`src/rtl/core/brf_pkg.sv`:
```
`timescale 1ns / 1ps

package brf_pkg;

  // field widths of the word on both channels
  localparam int CMD_W  = 3;
  localparam int BYTE_W = 8;

  // default ring size in slots (one slot always stays empty)
  localparam int DEPTH_DEF = 256;

  // command codes
  typedef enum logic [CMD_W-1:0] {
    CMD_PUSH    = 3'd0,
    CMD_EXTRACT = 3'd1,
    CMD_PEEK    = 3'd2,
    CMD_COMMIT  = 3'd3,
    CMD_REWIND  = 3'd4
  } cmd_t;

endpackage

```
`src/rtl/core/brf_store.sv`:
```
`timescale 1ns / 1ps

module brf_store
  import brf_pkg::*;
#(
  parameter int DEPTH = DEPTH_DEF
) (
  input  logic                     clk,
  input  logic                     wr_en,
  input  logic [$clog2(DEPTH)-1:0] wr_addr,
  input  logic [BYTE_W-1:0]        wr_data,
  input  logic [$clog2(DEPTH)-1:0] rd_addr,
  output logic [BYTE_W-1:0]        rd_data
);

  logic [BYTE_W-1:0] mem [DEPTH];

  // write port
  always_ff @(posedge clk) begin
    if (wr_en) begin
      mem[wr_addr] <= wr_data;
    end
  end

  // registered read of the slot at the read pointer, new data forwarded on a clash
  always_ff @(posedge clk) begin
    if (wr_en && (wr_addr == rd_addr)) begin
      rd_data <= wr_data;
    end else begin
      rd_data <= mem[rd_addr];
    end
  end

endmodule

```
`src/rtl/core/brf_ctrl.sv`:
```
`timescale 1ns / 1ps

module brf_ctrl
  import brf_pkg::*;
#(
  parameter int DEPTH = DEPTH_DEF
) (
  input  logic                     clk,
  input  logic                     rst,
  input  logic                     en,
  input  logic [CMD_W-1:0]         command,
  input  logic [BYTE_W-1:0]        data_in,
  input  logic [BYTE_W-1:0]        marker,
  input  logic [BYTE_W-1:0]        rd_data,
  output logic                     wr_en,
  output logic [$clog2(DEPTH)-1:0] wr_addr,
  output logic [BYTE_W-1:0]        wr_data,
  output logic [$clog2(DEPTH)-1:0] rd_addr,
  output logic [BYTE_W-1:0]        data_out,
  output logic                     error,
  output logic [BYTE_W-1:0]        unread_count,
  output logic [BYTE_W-1:0]        free_space,
  output logic [BYTE_W-1:0]        save_marker
);

  localparam int AW = $clog2(DEPTH);
  localparam int SW = AW + 1;
  localparam int MW = (AW > BYTE_W) ? AW : BYTE_W;

  // ring pointers and counts
  logic [AW-1:0] head;
  logic [AW-1:0] tail;
  logic [AW-1:0] read_ptr;
  logic [AW-1:0] offset;
  logic [AW-1:0] stored;

  logic [AW-1:0] head_next;
  logic [AW-1:0] tail_next;
  logic [AW-1:0] read_ptr_next;
  logic [AW-1:0] offset_next;
  logic [AW-1:0] stored_next;

  logic full;
  logic nothing_unread;
  logic marker_ok;

  // add two indexes below depth, wrapping at depth
  function automatic logic [AW-1:0] wrap_add(input logic [AW-1:0] a, input logic [AW-1:0] b);
    logic [SW-1:0] s;
    s = SW'(a) + SW'(b);
    if (s >= SW'(DEPTH)) begin
      s = s - SW'(DEPTH);
    end
    return s[AW-1:0];
  endfunction

  assign full           = (stored == AW'(DEPTH - 1));
  assign nothing_unread = (stored == offset);
  assign marker_ok      = (MW'(marker) <= MW'(stored));

  // command decode and next pointer values
  always_comb begin
    head_next     = head;
    tail_next     = tail;
    read_ptr_next = read_ptr;
    offset_next   = offset;
    stored_next   = stored;
    wr_en         = 1'b0;
    data_out      = '0;
    error         = 1'b0;
    case (command)
      CMD_PUSH: begin
        if (full) begin
          error = 1'b1;
        end else begin
          wr_en       = en;
          tail_next   = wrap_add(tail, AW'(1));
          stored_next = stored + AW'(1);
        end
      end
      CMD_EXTRACT: begin
        if (nothing_unread) begin
          error = 1'b1;
        end else begin
          data_out      = rd_data;
          offset_next   = offset + AW'(1);
          read_ptr_next = wrap_add(read_ptr, AW'(1));
        end
      end
      CMD_PEEK: begin
        if (nothing_unread) begin
          error = 1'b1;
        end else begin
          data_out = rd_data;
        end
      end
      CMD_COMMIT: begin
        head_next   = read_ptr;
        offset_next = '0;
        stored_next = stored - offset;
      end
      CMD_REWIND: begin
        if (!marker_ok) begin
          error = 1'b1;
        end else begin
          offset_next   = AW'(marker);
          read_ptr_next = wrap_add(head, AW'(marker));
        end
      end
      default: begin
      end
    endcase
    // hold everything while no word is processed
    if (!en) begin
      head_next     = head;
      tail_next     = tail;
      read_ptr_next = read_ptr;
      offset_next   = offset;
      stored_next   = stored;
    end
  end

  // pointer registers
  always_ff @(posedge clk) begin
    if (rst) begin
      head     <= '0;
      tail     <= '0;
      read_ptr <= '0;
      offset   <= '0;
      stored   <= '0;
    end else begin
      head     <= head_next;
      tail     <= tail_next;
      read_ptr <= read_ptr_next;
      offset   <= offset_next;
      stored   <= stored_next;
    end
  end

  // memory ports, the read side prefetches the slot at the next read pointer
  assign wr_addr = tail;
  assign wr_data = data_in;
  assign rd_addr = read_ptr_next;

  // status after this word
  assign unread_count = BYTE_W'(stored_next - offset_next);
  assign free_space   = BYTE_W'(AW'(DEPTH - 1) - stored_next);
  assign save_marker  = BYTE_W'(offset_next);

endmodule

```
`src/rtl/core/byte_ring_fifo_with_read_commit.sv`:
```
`timescale 1ns / 1ps

// channel  | valid     | ready     | word
// ---------+-----------+-----------+-------------------------------------------------
// input    | in_valid  | in_ready  | command, data_in, marker
// output   | out_valid | out_ready | data_out, error, unread_count, free_space,
//          |           |           | save_marker
//
// one word per cycle sustained while out_ready stays high; each word is resolved in a
// single pass between the input register and the result register, the ring read port
// prefetching the byte at the next read pointer
// a word is taken into the input register, and its result is then shown from the result register
// stalls: the result register holds while out_ready is low, the input register still
// takes one more word, then in_ready drops
// reset clears pointers, counts and both valid flags; the byte store is left as it is

module byte_ring_fifo_with_read_commit
  import brf_pkg::*;
#(
  parameter int DEPTH = DEPTH_DEF
) (
  input  logic              clk,
  input  logic              rst,
  input  logic              in_valid,
  output logic              in_ready,
  input  logic [CMD_W-1:0]  command,
  input  logic [BYTE_W-1:0] data_in,
  input  logic [BYTE_W-1:0] marker,
  output logic              out_valid,
  input  logic              out_ready,
  output logic [BYTE_W-1:0] data_out,
  output logic              error,
  output logic [BYTE_W-1:0] unread_count,
  output logic [BYTE_W-1:0] free_space,
  output logic [BYTE_W-1:0] save_marker
);

  localparam int AW = $clog2(DEPTH);

  // input register
  logic              ivalid;
  logic [CMD_W-1:0]  icmd;
  logic [BYTE_W-1:0] idata;
  logic [BYTE_W-1:0] imarker;

  logic advance;

  logic [AW-1:0]     wr_addr;
  logic [AW-1:0]     rd_addr;
  logic              wr_en;
  logic [BYTE_W-1:0] wr_data;
  logic [BYTE_W-1:0] rd_data;

  logic [BYTE_W-1:0] res_data;
  logic              res_error;
  logic [BYTE_W-1:0] res_unread;
  logic [BYTE_W-1:0] res_free;
  logic [BYTE_W-1:0] res_marker;

  assign advance  = ivalid && (!out_valid || out_ready);
  assign in_ready = !ivalid || advance;

  always_ff @(posedge clk) begin
    if (rst) begin
      ivalid <= 1'b0;
    end else if (in_valid && in_ready) begin
      ivalid <= 1'b1;
    end else if (advance) begin
      ivalid <= 1'b0;
    end
  end

  always_ff @(posedge clk) begin
    if (in_valid && in_ready) begin
      icmd    <= command;
      idata   <= data_in;
      imarker <= marker;
    end
  end

  // pointer control
  brf_ctrl #(
    .DEPTH(DEPTH)
  ) u_ctrl (
    .clk          (clk),
    .rst          (rst),
    .en           (advance),
    .command      (icmd),
    .data_in      (idata),
    .marker       (imarker),
    .rd_data      (rd_data),
    .wr_en        (wr_en),
    .wr_addr      (wr_addr),
    .wr_data      (wr_data),
    .rd_addr      (rd_addr),
    .data_out     (res_data),
    .error        (res_error),
    .unread_count (res_unread),
    .free_space   (res_free),
    .save_marker  (res_marker)
  );

  // byte ring
  brf_store #(
    .DEPTH(DEPTH)
  ) u_store (
    .clk     (clk),
    .wr_en   (wr_en),
    .wr_addr (wr_addr),
    .wr_data (wr_data),
    .rd_addr (rd_addr),
    .rd_data (rd_data)
  );

  // result register
  always_ff @(posedge clk) begin
    if (rst) begin
      out_valid <= 1'b0;
    end else if (advance) begin
      out_valid <= 1'b1;
    end else if (out_ready) begin
      out_valid <= 1'b0;
    end
  end

  always_ff @(posedge clk) begin
    if (advance) begin
      data_out     <= res_data;
      error        <= res_error;
      unread_count <= res_unread;
      free_space   <= res_free;
      save_marker  <= res_marker;
    end
  end

  // read offset, unread and free space always add up to the capacity
  assert property (@(posedge clk) disable iff (rst)
    out_valid |-> (BYTE_W'(save_marker + unread_count + free_space) == BYTE_W'(DEPTH - 1)))
    else $error("offset, unread and free space do not add up to capacity");

  // a commit leaves the read offset at zero
  assert property (@(posedge clk) disable iff (rst)
    (advance && (icmd == CMD_COMMIT)) |=> (out_valid && (save_marker == '0)))
    else $error("commit did not clear the read offset");

  // a word moved to the result register always shows up as a valid result
  assert property (@(posedge clk) disable iff (rst)
    advance |=> out_valid)
    else $error("processed word lost before the result register");

endmodule
```
`config.mk`:
```
export PLATFORM = sky130hd
export DESIGN_NAME = byte_ring_fifo_with_read_commit
export DESIGN_NICKNAME = d
export VERILOG_FILES = /design/src/rtl/core/brf_pkg.sv /design/src/rtl/core/brf_store.sv /design/src/rtl/core/brf_ctrl.sv /design/src/rtl/core/byte_ring_fifo_with_read_commit.sv
export SDC_FILE = /design/constraint.sdc
export NUM_CORES = 2
export LEC_CHECK = 0
export ABC_AREA = 0
export BUFFER_PORTS_ARGS = -buffer_cell sky130_fd_sc_hd__buf_4
export CAP_MARGIN = 20
export CORE_MARGIN = 4
export CORE_UTILIZATION = 63
export CTS_CLUSTER_DIAMETER = 30
export DETAILED_ROUTE_END_ITERATION = 6
export PLACE_DENSITY = 0.79
export SYNTH_ARGS = -nofsm -noshare
export SYNTH_HDL_FRONTEND = slang
export SYNTH_HIERARCHICAL = 1
export SYNTH_SLANG_ARGS = --single-unit
export TNS_END_PERCENT = 100
```
`constraint.sdc`:
```
create_clock -name clk -period 5.7 [get_ports clk]
set_input_delay 1.14 -clock clk [delete_from_list [all_inputs] [get_ports clk]]
set_output_delay 1.14 -clock clk [all_outputs]
set_load 0.005 [all_outputs]
```
# Yosys cells after proc, flatten, opt, wreduce, memory -nomap -nowiden
# Memory sizes are Yosys's and may differ from the RTL's. A register that Yosys moved wholly into a read port is not among the register bits.
# Index checks and enable logic that the tools add are counted.
dict set report classes {
  n_addsub 11
  magnitude_cmp 4
  eq_ne 6
  mux 26
  n_bitwise 2
  n_reduce_logical 13
}
# operator n
set ops {}
lappend ops {{2-to-1 mux 8 bit} 11}
lappend ops {{one-hot mux 8 bit (2 select lines)} 2}
lappend ops {{greater-or-equal comparator 9 bit, second input constant} 3}
lappend ops {{one-hot mux 8 bit (3 select lines)} 1}
lappend ops {{subtractor 8 x 1 -> 8 bit, second input constant} 3}
lappend ops {{adder 8 x 1 -> 9 bit, second input constant} 2}
lappend ops {{adder 8 x 1 -> 8 bit, second input constant} 2}
lappend ops {{subtractor 8 bit} 2}
lappend ops {{2-to-1 mux 1 bit} 11}
lappend ops {{adder 8 x 8 -> 9 bit} 1}
lappend ops {{== test 8 bit} 1}
lappend ops {{== test 8 bit, second input constant} 1}
lappend ops {{less-or-equal comparator 8 bit} 1}
lappend ops {{subtractor 8 bit, first input constant} 1}
lappend ops {{== test 3 x 2 -> 1 bit, second input constant} 2}
lappend ops {{nonzero test 2 bit} 2}
lappend ops {{OR reduction 2 bit} 2}
lappend ops {{== test 3 x 1 -> 1 bit, second input constant} 1}
lappend ops {{== test 3 bit, second input constant} 1}
lappend ops {{zero test 3 bit} 1}
lappend ops {{one-hot mux 1 bit (3 select lines)} 1}
lappend ops {{AND reduction 3 bit} 1}
lappend ops {{logical AND 1 bit} 2}
lappend ops {{zero test 1 bit} 2}
lappend ops {{other kinds (3)} 5}
dict set report word_totals {
  ff_bits 94
  ram_bits 2048
  input_bits 23
  out_inout_bits 35
  elab_cells 78
  n_memories 1
}
# memory depth word_bits rd rd_ports_with_merged_regs write_ports line_no
set memory_table {}
lappend memory_table {u_store.mem 256 8 1 1 1 brf_store.sv:16} ;# logic [BYTE_W-1:0] mem [DEPTH];

# Logic depth before layout (Yosys ltp)
dict set report depth {
  depth_word 7
  ltp_mapped 17
}

# Hierarchy
# The synthesis kept the hierarchy.
# mod n_inst cells_each area_each_um2
set by_module_without_submodules {}
lappend by_module_without_submodules {brf_store 1 3733 79556.3}
lappend by_module_without_submodules {brf_ctrl 1 485 3589.7}
lappend by_module_without_submodules {byte_ring_fifo_with_read_commit 1 62 1665.3}

# Least setup slack after synthesis
# Ideal clock, no wire load.
dict set report synth_timing {
  kind {input to register}
  startpoint {in out_ready}
  endpoint {reg unread_count[7] (data pin)}
  arrival_time_ps 4566
  slack_ps 876
  path_stages 16
  n_path_buf 1
  cell_sequence {nand2b_1 -> and2_2 -> clkbuf_1 -> inv_1 -> nor3b_1 -> o21ai_0 -> a22oi_1 -> inv_1 -> ha_1 -> nor2b_1 -> o2111ai_1 -> nand4b_1 -> a21o_1 -> a21o_1 -> xnor2_2 -> xnor2_1}
}
dict set report synth_between {
  elab_chain_len 4
  elab_cells_between_ends 5
  cone_classes {add/sub: 1; mux: 2; reduce/logical: 2}
}
# item line_no
set synth_lines {}
lappend synth_lines {{start: declaration} byte_ring_fifo_with_read_commit.sv:30} ;# input logic out_ready,
lappend synth_lines {{logical OR 1 bit} byte_ring_fifo_with_read_commit.sv:60} ;# assign advance = ivalid && (!out_valid || out_ready);
lappend synth_lines {{logical AND 1 bit} byte_ring_fifo_with_read_commit.sv:60}
lappend synth_lines {{named net advance} byte_ring_fifo_with_read_commit.sv:46} ;# logic advance;
lappend synth_lines {{2-to-1 mux 8 bit} brf_ctrl.sv:114} ;# if (!en) begin
lappend synth_lines {{named net u_ctrl.stored_next[1]} brf_ctrl.sv:41} ;# logic [AW-1:0] stored_next;
lappend synth_lines {{subtractor 8 bit} brf_ctrl.sv:146} ;# assign unread_count = BYTE_W'(stored_next - offset_next);
lappend synth_lines {{named net res_unread[7]} byte_ring_fifo_with_read_commit.sv:56} ;# logic [BYTE_W-1:0] res_unread;
lappend synth_lines {{end signal: assignment} byte_ring_fifo_with_read_commit.sv:130} ;# unread_count <= res_unread;
lappend synth_lines {{end: declaration} byte_ring_fifo_with_read_commit.sv:33} ;# output logic [BYTE_W-1:0] unread_count,
# The timed path passes the listed nets, and every way through them passes these cells.
# A chain may end at the register's enable or synchronous reset.

==> results.md <==
* Status: complete, but fails checks
* Violated checks: design-rule violations
* RSZ-0062 raised after global routing: no
* Top FF cell, synth: edfxtp_1
* Core Area at approximately 0.13 mm2
* Full die area at 0.141 mm2
* First-pass GRT wire length at around 340,000 um
* Post-cts repair resize count at 0
* Yosys Warn Count at 6
* Nets at roughly 4,600
* Fmax achieved at roughly 230 MHz
* Final Max Slew Viols at 0
* CTS tree: built
* Largest net degree at the start of global routing at ~210
* Crit Path Max Fanout at 31
* Fin crit period at about 4.4 ns
* Synthesized cell area at 0.0848 mm2
* HP Start: command[2]
* Hold WC Path Type: in -> reg
* Setup TNS at 0 ns
* # hold bufs at CTS at 0
* Worst Path Arrival at about 5.1 ns
* FF/Latch Area at 0.0641 mm2
* # port buffers at 57
* Post-synthesis cell count at 4,280
* GRT met2 Usage at 52.3%
* Worst setup EP type: flip-flop
* Tcrit/Tclk final at between 70% and 80%
* Final Hold Vio Count at 0
* Power Density at about 410 mW/mm2
* Post-Syn Nets at around 4,300
* Worst vdd ir at 0.000273 V
* Grt ovf at 0
* Vias per inst at ~7
* FF+latch count, synth at between 2,000 and 2,500
* Ys async rst share at 0%
* CTS Sinks at 2,150
* Final non-filler cell total at 6,649
* Initial antenna violation count at 6
* Routed Antenna Nets at 0
* Met3 Use GR at under 10%
* Most frequent cells after synthesis: edfxtp_1, mux4_2, nor2_1, a22oi_1, mux2i_1
* DRC violations left at 1
* CP Class: reg -> reg
* H-tree Lvls at 5
* Worst-path clk slew at about 0.050 ns
* 1st-pass router iterations at 7
* Critical Path Source Type: flip-flop
* Count leader, synth: edfxtp_1
* Clk_skew at 0.102 ns
* Required time of the critical path at between 6 and 7 ns
* Final Setup Violations at 0
* Die Wd at about 370 um
* Clock buffer depth at 4
* Final worst slack at between 1 and 1.5 ns
* Global routing's busiest layer: met2
* Leak pwr at 31.2 nW
* Gr usage total at about a third
* Pre-CTS setup slack at a little under 1 ns
* Post-synth cell types at between 80 and 90
* Tot Pwr at approximately 41 mW
* Per-cell routed wire length at about 35 um
* GRT met1 Usage at 44.9%
* Area grow syn2layout at 18.0%
* Cell taking the most area after synthesis: edfxtp_1
* Slew HR at approximately 17%
* Filler instances at approximately 6,500
* Post-synthesis sequential area ratio at about 76%
* Die Y at approximately 370 um
* Worst-margin pin slew at between 1 and 1.5 ns
* Total Wirelength at 235,000 um
* Yosys top cell area share at about three quarters
* DR iter-0 viols at around 8,400
* Clk root buf: clkbuf_16
* Final Wtd Congestion at just over 0.9
* Setup Fix Bufs, Post-CTS at 0
* Dominant cells by area after synthesis: edfxtp_1, mux4_2, mux2i_1, nor2_1, a22oi_1
* Starting density of the core at 63.5%
* Std cell rows at 134
* Placed Cells at slightly below 6,000
* Worst-skew pair later-pin latency at 0.96 ns
* Hpwl dp at approximately 120,000 um
* CTS buffer count at 389
* Post-synth EDFFs at 2,100
* Vias at between 40,000 and 50,000
* Vias in the first global route at around 48,000
* Synthesized area per cell at between 15 and 20 um2
* Layout cells sized above 1 at about 26%
* Number of max-cap violations at 0
* Multi-input gate area at between 0.015 and 0.02 mm2
* I/O Pins at 58
-- report_power, final --
group | internal (mW) | total [mW] | switching [mW]
sequential | 17.4 | 17.4 | 0.0341
combinational | 0.172 | 0.662 | 0.490
clock | 15.1 | 23.2 | 8.19
-- final timing paths --
| check | endpoint | slack [ns] | depth (start not counted) |
|---|---|---|---|
| max | data_out[3]$_DFFE_PP_ | 1.33 | 8 |
| min | icmd[2]$_DFFE_PP_ | 0.44 | 1 |
| max reg2reg | data_out[3]$_DFFE_PP_ | 1.33 | 8 |
| min reg2reg | u_ctrl/head[4]$_SDFFE_PP0P_ | 0.47 | 2 |
-- final cells by class --
cell class | instances | area share [%]
diodes | 4 | 0.0100
clock inverters | 268 | 3.10
repair buffers | 157 | 1.48
clock buffers | 429 | 9.98
well taps | 1768 | 2.21
flip-flops and latches | 2150 | 64.0
multi-input cells | 1834 | 19.1
inverters | 39 | 0.146
-- per-layer routing --
metal | routed length (um) | vias to the layer above | part of all wire, %
met4 | 14100 | 6 | 6.0
met5 | 36 | - | 0.015
li1 | - | 18400 | -
met3 | 30000 | 867 | 13
met1 | 78800 | 24300 | 34
met2 | 112000 | 4289 | 48
-- critical path: stages, from the launching register on --
cell	delay (ns)
dfxtp_4	0.78
clkinv_1	0.79
nor2_4	0.91
buf_4	0.39
a22oi_1	0.10
a21oi_1	0.40
nor3_1	0.25
nor4_1	0.41
and2_1	0.19
-- stage by stage --
step / utilization (%) / hold slack [ns] / area (um2)
floorplan: - / 0.440 / 84800
global placement: 65.1 / 0.448 / 87000
detailed placement: 65.1 / 0.460 / 87000
CTS: 74.9 / 0.396 / 100000
global route: 74.9 / 0.414 / 100000
finish: 74.9 / 0.442 / 100000
-- cell usage in the layout (no fill, tap or decap), types with 45 or more instances in the layout --
cell / Yosys / final
edfxtp_1: 2100 / 2100
mux4_2: 454 / 454
dfxtp_1: 50 / 45
clkinvlp_4: 0 / 46
buf_4: 35 / 132
nor2b_1: 51 / 48
o221ai_1: 48 / 48
clkbuf_16: 0 / 394
bufinv_16: 0 / 52
nand2_1: 85 / 85
nor2_1: 327 / 324
a22oi_1: 138 / 138
a21oi_1: 123 / 123
nand3_1: 51 / 51
mux2i_1: 135 / 135
clkinv_2: 0 / 52
-- logic make-up after synthesis --
group / count (synthesis) / synth area share [%]
muxes: 592 / 13.7
adders and majority gates: 36 / 0.558
and+or+nand+nor: 671 / 3.71
buffers and inverters: 296 / 2.03
AOI/OAI and AO/OA: 507 / 4.15
xor gates and xnor gates: 28 / 0.298
DFF: 2150 / 75.5
-- sequential cells by signal, summed over array words and instances, names as in the netlist, 3 cells and up, named ones only --
signal	flops
imarker	8
u_ctrl/read_ptr	8
idata	8
u_ctrl/wr_addr	8
icmd	3
free_space	8
u_ctrl/offset	8
data_out	8
u_ctrl/head	8
save_marker	8
u_store/mem	2048
unread_count	8
u_ctrl/stored	8
Power figures use the tool's default switching activity.
